File: config.mk
export PLATFORM = sky130hd
export DESIGN_NAME = weekly_alarm_next_event_finder_flat
export DESIGN_NICKNAME = d
export VERILOG_FILES = /design/src/wanef_pkg.sv /design/src/wanef_if.sv /design/src/wanef_ctrl.sv /design/src/wanef_dp.sv /design/src/weekly_alarm_next_event_finder.sv /design/src/flat_wrapper.sv
export VERILOG_INCLUDE_DIRS = /design/src /design/src/src
export SDC_FILE = /design/constraint.sdc
export NUM_CORES = 1
export LEC_CHECK = 0
export BUFFER_PORTS_ARGS = -buffer_cell sky130_fd_sc_hd__buf_2
export CAP_MARGIN = 20
export CORE_MARGIN = 3
export CORE_UTILIZATION = 45
export CTS_CLUSTER_DIAMETER = 50
export DETAILED_ROUTE_END_ITERATION = 6
export SLEW_MARGIN = 10
export SYNTH_ARGS = -nofsm -noshare
export SYNTH_HDL_FRONTEND = slang
export SYNTH_SLANG_ARGS = --single-unit
File: constraint.sdc
create_clock -name clk -period 6.6 [get_ports clk]
set_clock_uncertainty 0.05 [all_clocks]
set_input_delay 0.66 -clock clk [delete_from_list [all_inputs] [get_ports clk]]
set_output_delay 0.66 -clock clk [all_outputs]
set_load 0.01 [all_outputs]
File: src/weekly_alarm_next_event_finder_macros.svh
`ifndef WEEKLY_ALARM_NEXT_EVENT_FINDER_MACROS_SVH
`define WEEKLY_ALARM_NEXT_EVENT_FINDER_MACROS_SVH

// Same-cycle implication, sampled on clk, off during reset.
`define WANEF_ASSERT_NOW(label, ante, cons, msg) \
    label: assert property (@(posedge clk) disable iff (!rst_n) (ante) |-> (cons)) \
        else $error(msg);

// Next-cycle implication, sampled on clk, off during reset.
`define WANEF_ASSERT_NEXT(label, ante, cons, msg) \
    label: assert property (@(posedge clk) disable iff (!rst_n) (ante) |=> (cons)) \
        else $error(msg);

`endif

File: src/wanef_pkg.sv
package wanef_pkg;

    localparam int TABLE_ENTRIES = 16;
    localparam int IDX_W         = (TABLE_ENTRIES > 1) ? $clog2(TABLE_ENTRIES) : 1;

    localparam int ENTRY_INDEX_W = 4;
    localparam int DAYS_W        = 7;
    localparam int HOUR_W        = 5;
    localparam int MIN_W         = 6;
    localparam int KEY_W         = HOUR_W + MIN_W;
    localparam int WEEKDAY_W     = 3;
    localparam int OFF_W         = 3;

    localparam logic REQ_WRITE = 1'b0;
    localparam logic REQ_QUERY = 1'b1;

    typedef struct packed {
        logic              enabled;
        logic [DAYS_W-1:0] days;
        logic [HOUR_W-1:0] hour;
        logic [MIN_W-1:0]  minute;
    } entry_t;

    typedef struct packed {
        logic wr_en;
        logic start;
        logic step;
        logic load_out;
    } cmd_t;

    typedef struct packed {
        logic last;
    } sts_t;

    // Reduce 0..13 modulo 7.
    function automatic logic [2:0] wrap7(input logic [3:0] v);
        logic [3:0] r;
        r = (v >= 4'd7) ? (v - 4'd7) : v;
        return r[2:0];
    endfunction

endpackage

File: src/wanef_if.sv
interface wanef_req_if;
    logic                                valid;
    logic                                ready;
    logic                                req_type;
    logic [wanef_pkg::ENTRY_INDEX_W-1:0] entry_index;
    logic                                entry_enabled;
    logic [wanef_pkg::DAYS_W-1:0]        entry_days;
    logic [wanef_pkg::HOUR_W-1:0]        entry_hour;
    logic [wanef_pkg::MIN_W-1:0]         entry_minute;
    logic [wanef_pkg::WEEKDAY_W-1:0]     now_weekday;
    logic [wanef_pkg::HOUR_W-1:0]        now_hour;
    logic [wanef_pkg::MIN_W-1:0]         now_minute;

    modport source (
        output valid, req_type, entry_index, entry_enabled, entry_days, entry_hour,
               entry_minute, now_weekday, now_hour, now_minute,
        input  ready
    );

    modport sink (
        input  valid, req_type, entry_index, entry_enabled, entry_days, entry_hour,
               entry_minute, now_weekday, now_hour, now_minute,
        output ready
    );
endinterface

interface wanef_rsp_if;
    logic                                valid;
    logic                                ready;
    logic                                found;
    logic [wanef_pkg::WEEKDAY_W-1:0]     alarm_weekday;
    logic [wanef_pkg::HOUR_W-1:0]        alarm_hour;
    logic [wanef_pkg::MIN_W-1:0]         alarm_minute;
    logic [wanef_pkg::ENTRY_INDEX_W-1:0] alarm_index;

    modport source (
        output valid, found, alarm_weekday, alarm_hour, alarm_minute, alarm_index,
        input  ready
    );

    modport sink (
        input  valid, found, alarm_weekday, alarm_hour, alarm_minute, alarm_index,
        output ready
    );
endinterface

File: src/wanef_ctrl.sv
module wanef_ctrl (
    input  logic            clk,
    input  logic            rst_n,
    input  logic            in_valid,
    input  logic            in_req_type,
    output logic            in_ready,
    output logic            out_valid,
    input  logic            out_ready,
    output wanef_pkg::cmd_t cmd,
    input  wanef_pkg::sts_t sts
);

    typedef enum logic [2:0] {
        ST_IDLE = 3'b001,
        ST_SCAN = 3'b010,
        ST_DONE = 3'b100
    } state_t;

    state_t state_reg, state_next;
    logic   out_valid_reg, out_valid_next;

    always_comb
    begin
        state_next     = state_reg;
        out_valid_next = out_valid_reg;
        cmd            = '0;
        in_ready       = 1'b0;

        if (out_valid_reg && out_ready)
        begin
            out_valid_next = 1'b0;
        end

        case (state_reg)
            ST_IDLE:
            begin
                in_ready = 1'b1;
                if (in_valid)
                begin
                    if (in_req_type == wanef_pkg::REQ_QUERY)
                    begin
                        cmd.start  = 1'b1;
                        state_next = ST_SCAN;
                    end
                    else
                    begin
                        cmd.wr_en = 1'b1;
                    end
                end
            end
            ST_SCAN:
            begin
                cmd.step = 1'b1;
                if (sts.last)
                begin
                    state_next = ST_DONE;
                end
            end
            ST_DONE:
            begin
                // wait for the output register to drain
                if (!out_valid_reg || out_ready)
                begin
                    cmd.load_out   = 1'b1;
                    out_valid_next = 1'b1;
                    state_next     = ST_IDLE;
                end
            end
            default:
            begin
                state_next = ST_IDLE;
            end
        endcase
    end

    always_ff @(posedge clk or negedge rst_n)
    begin
        if (!rst_n)
        begin
            state_reg     <= ST_IDLE;
            out_valid_reg <= 1'b0;
        end
        else
        begin
            state_reg     <= state_next;
            out_valid_reg <= out_valid_next;
        end
    end

    assign out_valid = out_valid_reg;

endmodule

File: src/wanef_dp.sv
module wanef_dp (
    input  logic                                clk,
    input  logic                                rst_n,
    input  wanef_pkg::cmd_t                     cmd,
    output wanef_pkg::sts_t                     sts,
    input  logic [wanef_pkg::ENTRY_INDEX_W-1:0] entry_index,
    input  logic                                entry_enabled,
    input  logic [wanef_pkg::DAYS_W-1:0]        entry_days,
    input  logic [wanef_pkg::HOUR_W-1:0]        entry_hour,
    input  logic [wanef_pkg::MIN_W-1:0]         entry_minute,
    input  logic [wanef_pkg::WEEKDAY_W-1:0]     now_weekday,
    input  logic [wanef_pkg::HOUR_W-1:0]        now_hour,
    input  logic [wanef_pkg::MIN_W-1:0]         now_minute,
    output logic                                found,
    output logic [wanef_pkg::WEEKDAY_W-1:0]     alarm_weekday,
    output logic [wanef_pkg::HOUR_W-1:0]        alarm_hour,
    output logic [wanef_pkg::MIN_W-1:0]         alarm_minute,
    output logic [wanef_pkg::ENTRY_INDEX_W-1:0] alarm_index
);

    wanef_pkg::entry_t                   table_reg [wanef_pkg::TABLE_ENTRIES];
    wanef_pkg::entry_t                   cur;

    logic [wanef_pkg::IDX_W-1:0]         scan_idx_reg;
    logic [wanef_pkg::WEEKDAY_W-1:0]     today_reg;
    logic [wanef_pkg::KEY_W-1:0]         now_key_reg;

    logic                                best_found_reg;
    logic [wanef_pkg::OFF_W-1:0]         best_off_reg;
    logic [wanef_pkg::KEY_W-1:0]         best_key_reg;
    logic [wanef_pkg::IDX_W-1:0]         best_idx_reg;

    logic [wanef_pkg::DAYS_W-1:0]        rot;
    logic [wanef_pkg::KEY_W-1:0]         cand_key;
    logic [wanef_pkg::OFF_W-1:0]         later_off;
    logic                                later_hit;
    logic [wanef_pkg::OFF_W-1:0]         cand_off;
    logic                                cand_valid;
    logic                                better;
    logic                                wr_ok;
    logic [wanef_pkg::IDX_W-1:0]         wr_idx;
    logic [wanef_pkg::WEEKDAY_W-1:0]     res_day;

    logic                                found_reg;
    logic [wanef_pkg::WEEKDAY_W-1:0]     weekday_reg;
    logic [wanef_pkg::HOUR_W-1:0]        hour_reg;
    logic [wanef_pkg::MIN_W-1:0]         minute_reg;
    logic [wanef_pkg::ENTRY_INDEX_W-1:0] index_reg;

    assign wr_ok    = int'(entry_index) < wanef_pkg::TABLE_ENTRIES;
    assign wr_idx   = wanef_pkg::IDX_W'(entry_index);
    assign cur      = table_reg[scan_idx_reg];
    assign cand_key = {cur.hour, cur.minute};
    assign sts.last = (scan_idx_reg == wanef_pkg::IDX_W'(wanef_pkg::TABLE_ENTRIES - 1));

    // Day mask rotated so that bit 0 is today, bit d is today + d.
    always_comb
    begin
        for (int d = 0; d < wanef_pkg::DAYS_W; d++)
        begin
            rot[d] = cur.days[wanef_pkg::wrap7(4'(today_reg) - 4'd1 + 4'(d))];
        end
    end

    // First following day with a set bit; lowest offset wins.
    always_comb
    begin
        later_hit = 1'b0;
        later_off = '0;
        for (int d = wanef_pkg::DAYS_W - 1; d >= 1; d--)
        begin
            if (rot[d])
            begin
                later_hit = 1'b1;
                later_off = wanef_pkg::OFF_W'(d);
            end
        end
    end

    // Offset 7 stands for today again, a week out.
    always_comb
    begin
        cand_off   = '0;
        cand_valid = 1'b0;
        if (rot[0] && (cand_key > now_key_reg))
        begin
            cand_off   = '0;
            cand_valid = 1'b1;
        end
        else if (later_hit)
        begin
            cand_off   = later_off;
            cand_valid = 1'b1;
        end
        else if (rot[0])
        begin
            cand_off   = wanef_pkg::OFF_W'(wanef_pkg::DAYS_W);
            cand_valid = 1'b1;
        end
        cand_valid = cand_valid && cur.enabled && (today_reg != '0);
    end

    // strict compare keeps the lowest index on ties
    assign better = cand_valid &&
                    (!best_found_reg || ({cand_off, cand_key} < {best_off_reg, best_key_reg}));

    assign res_day = wanef_pkg::WEEKDAY_W'(wanef_pkg::wrap7(4'(today_reg) - 4'd1
                     + 4'(best_off_reg))) + wanef_pkg::WEEKDAY_W'(1);

    always_ff @(posedge clk or negedge rst_n)
    begin
        if (!rst_n)
        begin
            table_reg      <= '{default: '0};
            scan_idx_reg   <= '0;
            best_found_reg <= 1'b0;
        end
        else
        begin
            if (cmd.wr_en && wr_ok)
            begin
                table_reg[wr_idx] <= '{enabled: entry_enabled, days: entry_days,
                                       hour: entry_hour, minute: entry_minute};
            end
            if (cmd.start)
            begin
                scan_idx_reg   <= '0;
                best_found_reg <= 1'b0;
            end
            else if (cmd.step)
            begin
                scan_idx_reg <= scan_idx_reg + wanef_pkg::IDX_W'(1);
                if (better)
                begin
                    best_found_reg <= 1'b1;
                end
            end
        end
    end

    always_ff @(posedge clk)
    begin
        if (cmd.start)
        begin
            today_reg   <= now_weekday;
            now_key_reg <= {now_hour, now_minute};
        end
        if (cmd.step && better)
        begin
            best_off_reg <= cand_off;
            best_key_reg <= cand_key;
            best_idx_reg <= scan_idx_reg;
        end
        if (cmd.load_out)
        begin
            found_reg <= best_found_reg;
            if (best_found_reg)
            begin
                weekday_reg <= res_day;
                hour_reg    <= best_key_reg[wanef_pkg::KEY_W-1:wanef_pkg::MIN_W];
                minute_reg  <= best_key_reg[wanef_pkg::MIN_W-1:0];
                index_reg   <= wanef_pkg::ENTRY_INDEX_W'(best_idx_reg);
            end
            else
            begin
                weekday_reg <= '0;
                hour_reg    <= '0;
                minute_reg  <= '0;
                index_reg   <= '0;
            end
        end
    end

    assign found         = found_reg;
    assign alarm_weekday = weekday_reg;
    assign alarm_hour    = hour_reg;
    assign alarm_minute  = minute_reg;
    assign alarm_index   = index_reg;

endmodule

File: src/weekly_alarm_next_event_finder.sv
// Weekly alarm finder with a 16-entry table. A write beat stores one entry and
// returns nothing. A query beat returns one result beat. The current time is
// latched on the accepting edge itself. The scan then steps through the 16
// table entries, one per cycle, through a single shared compare unit that keeps
// the best match so far, and then loads the result into the output register.
// The next beat can be taken in the cycle the result appears, so a new query
// is only taken once the previous one has finished. req.ready is low during the
// scan. While a result waits in the output register, new beats are still taken,
// and a query only finishes once that register has drained.
`include "weekly_alarm_next_event_finder_macros.svh"

module weekly_alarm_next_event_finder (
    input  logic        clk,
    input  logic        rst_n,
    wanef_req_if.sink   req,
    wanef_rsp_if.source rsp
);

    wanef_pkg::cmd_t cmd;
    wanef_pkg::sts_t sts;

    wanef_ctrl u_ctrl (
        .clk         (clk),
        .rst_n       (rst_n),
        .in_valid    (req.valid),
        .in_req_type (req.req_type),
        .in_ready    (req.ready),
        .out_valid   (rsp.valid),
        .out_ready   (rsp.ready),
        .cmd         (cmd),
        .sts         (sts)
    );

    wanef_dp u_dp (
        .clk           (clk),
        .rst_n         (rst_n),
        .cmd           (cmd),
        .sts           (sts),
        .entry_index   (req.entry_index),
        .entry_enabled (req.entry_enabled),
        .entry_days    (req.entry_days),
        .entry_hour    (req.entry_hour),
        .entry_minute  (req.entry_minute),
        .now_weekday   (req.now_weekday),
        .now_hour      (req.now_hour),
        .now_minute    (req.now_minute),
        .found         (rsp.found),
        .alarm_weekday (rsp.alarm_weekday),
        .alarm_hour    (rsp.alarm_hour),
        .alarm_minute  (rsp.alarm_minute),
        .alarm_index   (rsp.alarm_index)
    );

    `WANEF_ASSERT_NOW(a_miss_zero, rsp.valid && !rsp.found, rsp.alarm_weekday == '0 && rsp.alarm_hour == '0 && rsp.alarm_minute == '0 && rsp.alarm_index == '0, "miss result not all zero")
    `WANEF_ASSERT_NOW(a_hit_day, rsp.valid && rsp.found, rsp.alarm_weekday != '0, "hit with weekday zero")
    `WANEF_ASSERT_NEXT(a_query_busy, req.valid && req.ready && req.req_type == wanef_pkg::REQ_QUERY, !req.ready, "ready high right after query")
    `WANEF_ASSERT_NEXT(a_load_valid, cmd.load_out, rsp.valid, "result loaded but not valid")

endmodule

File: src/flat_wrapper.sv
// flat-port wrapper written by rule: the top's interface ports become plain ports
module weekly_alarm_next_event_finder_flat 
  (clk, rst_n, req_valid, req_req_type, req_entry_index, req_entry_enabled, req_entry_days, req_entry_hour, req_entry_minute, req_now_weekday, req_now_hour, req_now_minute, req_ready, rsp_valid, rsp_found, rsp_alarm_weekday, rsp_alarm_hour, rsp_alarm_minute, rsp_alarm_index, rsp_ready);
  wanef_req_if req_i ();
  wanef_rsp_if rsp_i ();
  input  logic clk;
  input  logic rst_n;
  input wire logic [$bits(req_i.valid)-1:0] req_valid;
  input wire logic [$bits(req_i.req_type)-1:0] req_req_type;
  input wire logic [$bits(req_i.entry_index)-1:0] req_entry_index;
  input wire logic [$bits(req_i.entry_enabled)-1:0] req_entry_enabled;
  input wire logic [$bits(req_i.entry_days)-1:0] req_entry_days;
  input wire logic [$bits(req_i.entry_hour)-1:0] req_entry_hour;
  input wire logic [$bits(req_i.entry_minute)-1:0] req_entry_minute;
  input wire logic [$bits(req_i.now_weekday)-1:0] req_now_weekday;
  input wire logic [$bits(req_i.now_hour)-1:0] req_now_hour;
  input wire logic [$bits(req_i.now_minute)-1:0] req_now_minute;
  output wire logic [$bits(req_i.ready)-1:0] req_ready;
  output wire logic [$bits(rsp_i.valid)-1:0] rsp_valid;
  output wire logic [$bits(rsp_i.found)-1:0] rsp_found;
  output wire logic [$bits(rsp_i.alarm_weekday)-1:0] rsp_alarm_weekday;
  output wire logic [$bits(rsp_i.alarm_hour)-1:0] rsp_alarm_hour;
  output wire logic [$bits(rsp_i.alarm_minute)-1:0] rsp_alarm_minute;
  output wire logic [$bits(rsp_i.alarm_index)-1:0] rsp_alarm_index;
  input wire logic [$bits(rsp_i.ready)-1:0] rsp_ready;
  assign req_i.valid = req_valid;
  assign req_i.req_type = req_req_type;
  assign req_i.entry_index = req_entry_index;
  assign req_i.entry_enabled = req_entry_enabled;
  assign req_i.entry_days = req_entry_days;
  assign req_i.entry_hour = req_entry_hour;
  assign req_i.entry_minute = req_entry_minute;
  assign req_i.now_weekday = req_now_weekday;
  assign req_i.now_hour = req_now_hour;
  assign req_i.now_minute = req_now_minute;
  assign req_ready = req_i.ready;
  assign rsp_valid = rsp_i.valid;
  assign rsp_found = rsp_i.found;
  assign rsp_alarm_weekday = rsp_i.alarm_weekday;
  assign rsp_alarm_hour = rsp_i.alarm_hour;
  assign rsp_alarm_minute = rsp_i.alarm_minute;
  assign rsp_alarm_index = rsp_i.alarm_index;
  assign rsp_i.ready = rsp_ready;
  weekly_alarm_next_event_finder u_core (.clk(clk), .rst_n(rst_n), .req(req_i), .rsp(rsp_i));
endmodule
==> impl_results.md <==
* Worst Path Required at 6.81 ns
* Final setup viols at 0
* Dominant synthesized flop cell: dfrtp_1
* Crit end category: flop
* Post_cts resized at 0
* Met1 usage at 29.8%
* Multi-input gate area at 8540 µm²
* First-pass GRT wire length at 70.1 mm
* DP HPWL at 27.1 mm
* Synth area leader: dfrtp_1
* Rows at 73
* Vias in the first global route at 11,500
* Combined global-route utilization of all metal layers at 20.8%
* Clock Latency Late Sink at 0.56 ns
* Post-Place Setup Slack at 0.882 ns
* Area grow syn2layout at 12.5%
* Min cycle time layout at 5.83 ns
* Number of max-slew violations in the final report at 0
* Final Cycle Share at 88.3%
* Clock tree buffer depth at 3
* Die Area at 43,400 µm²
* Fill cells at 3,357
* Adder-Cell Fraction of Synth Area at 2.76%
* Vias at 11,200
* Max-cap violation count at 0
* Mux contribution to synthesized area at 31.7%
* Post-synth EDFFs at 51
* Num Clock Sinks at 364
* R2r startpoint: u_core.u_dp.today_reg[1]
* Number of I/O port buffers at 62
* Final TNS setup at 0 ns
* Reg2reg path depth at 19
* CTS Buf Count at 43
* Worst slew pin tran at 0.992 ns
* CTS root buffer: clkbuf_16
* YS warnings at 0
* Synthesized net count at 1,388
* VDD IR max at 178 µV
* # DRC at 0
* Initial core utilization at 45.9%
* Largest family of logic cells by synthesized area: multiplexers
* CTS tree: yes
* Grt total ovfl at 0
* Sequential share of the synthesized area at 50.8%
* Synthesized-area fraction occupied by and/or/nand/nor cells at 5.65%
* Flip-flop and latch area at 9370 µm²
* Met2 global-route usage at 33.2%
* Max reg flops at 304
* Post-layout net count at 1,443
* Synth Area in Compound Gates at 5.07%
* Hold Vio Cnt, Final at 0
* Top-area cell type share of the netlist area at 42.4%
* Most crowded layer after global routing: met2
* Final setup margin at 0.773 ns
* Most numerous cell in the Yosys netlist: dfrtp_1
* Post-Syn Area at 18,400 µm²
* Crit path launch type: flop
* DR WL/cell at 23.1 µm
* Die Y at 208 µm
* Crit path max fanout at 12
* Unrepaired setup endpoints after global routing: no
* Most frequent cells after synthesis: 312 x dfrtp_1, 310 x mux2_2, 84 x mux4_2
* Crit path DAT at 6.04 ns
* Syn Inst Count at 1,306
* Post-route ant nets at 0
* Clock slew at reported path FFs at 0.06 ns
* Antenna violations before repair at 3
* Placer Congestion at 0.869
* Met3 Use GR at 3.62%
* DR pass1 iterations at 5
* Asr flop ratio synth at 86.0%
* Post-CTS setup buffer count at 0
* Synth top area cells: dfrtp_1 42%, mux2_2 19%, mux4_2 10%
* Distinct cell type count after synthesis at 87
* Max Fclk at 172 MHz
* Chip Width at 208 µm
* Routed vias/inst at 5.81
* Mean Syn Cell Area at 14.1 µm²
* Initial DRC Count at 786
* RR Endpoint: u_core.u_dp.best_key_reg[4]
* R2R setup slack at 0.77 ns
* Max_slew headroom at 33.8%
* Pin count of the biggest net entering global routing at 148
* Worst setup startpoint: u_core.u_dp.today_reg[1]
* Status: finished clean
* Yosys reg bits at 364
* Layout cells sized above 1 at 42.0%
* WL final at 44.3 mm
* Lkg Pwr at 0.00923 µW
* Setup Crit Path Kind: flop to flop
* CTS hold repair buffers at 0
* H-tree depth at 2
* Io pins at 63
* Floorplan core area at 40,100 µm²
* HP Class: input port to asynchronous set/reset pin
* PwrDens at 316 nW/µm²
* Synth Area in XOR/XNOR at 1.08%
[layout by cell type (no fill, tap or decap), types with 6 or more instances in the layout]
cell	netlist	final
a21o_1	14	14
nor3b_1	6	6
and2_1	17	17
clkbuf_1	56	10
mux4_2	84	84
o211ai_1	6	6
nor3_1	12	12
edfxtp_1	51	51
nand4_1	6	6
o21ai_0	20	20
clkbuf_16	0	44
nand2_1	39	35
xnor2_1	16	16
buf_4	2	32
inv_1	32	32
nor2_1	49	48
nand2b_1	8	8
mux2_2	310	310
nor2b_1	14	12
buf_2	15	61
dfrtp_1	312	309
mux2i_1	23	23
nand3_1	19	19
ha_1	39	39
a22oi_1	8	8
mux2_1	6	6
a21oi_1	22	22
clkinv_2	0	8
o22ai_1	6	6
[worst max path at each step]
stage                                   to
5_1_grt        u_core.u_dp.best_key_reg[5]
3_5_place_dp   u_core.u_dp.best_key_reg[2]
4_1_cts        u_core.u_dp.best_key_reg[2]
3_3_place_gp   u_core.u_dp.best_key_reg[2]
6_report       u_core.u_dp.best_key_reg[4]
2_1_floorplan  u_core.u_dp.best_idx_reg[0]
[metal layers]
metal | part of all wire (%) | wire, µm
met2 | 47 | 20800
met3 | 4.4 | 1940
met5 | 0.079 | 35
met4 | 2.0 | 867
met1 | 47 | 20700
[critical path: stages (launching register included)]
cell and delay (ns):
edfxtp_1 0.65, inv_1 0.18, ha_1 0.56, clkinv_1 0.16, ha_1 0.36, xnor2_2 0.34, a21oi_1 0.10, xnor2_1 0.34
mux2_2 0.39, a221oi_1 0.29, a221oi_1 0.10, nor2_1 0.27, nor3b_1 0.37, ha_1 0.32, nand4_1 0.08, nor2_1 0.06
a221oi_1 0.27, o22ai_1 0.14, a211oi_2 0.25, buf_4 0.24
[cell type report]
type / instances / area share [%]
inverter: 37 / 0.670
sequential: 364 / 45.2
clock inverter: 18 / 1.01
antenna: 2 / 0.0241
clock buffer: 59 / 5.82
multi-input combinational: 819 / 41.2
tap: 525 / 3.17
timing repair buffer: 96 / 2.90
[power breakdown]
| group | total (µW) | internal [µW] | switching, µW |
|---|---|---|---|
| Sequential | 2840 | 2640 | 200 |
| Clock | 2360 | 1440 | 927 |
| Combinational | 1360 | 733 | 623 |
| Total | 6560 | 4810 | 1750 |
[metrics by stage]
step                      hold WS, ns  area [µm²]  std cells  total power [µW]  util (%)
after global placement          0.431       19300       1841              4200      48.2
after floorplan                 0.314       18400       1306              3870         -
after CTS                      0.0987       20700       1918              6640      51.7
final                          0.0762       20700       1920              6560      51.7
after detailed placement        0.437       19300       1841              4240      48.2
after global routing            0.132       20700       1918              6900      51.7
[cells by family (layout without fill, tap and decap cells)]
| logic type | after synthesis | in the layout |
|---|---|---|
| XOR/XNOR | 21 | 21 |
| flip-flops | 364 | 364 |
| adder cells (fa/ha/maj) | 40 | 40 |
| other | 0 | 2 |
| AND/OR/NAND/NOR | 198 | 198 |
| multiplexers | 430 | 430 |
| buffers and inverters | 123 | 210 |
| AO/OA/AOI/OAI | 130 | 130 |
(Power assumes the default switching activity.)
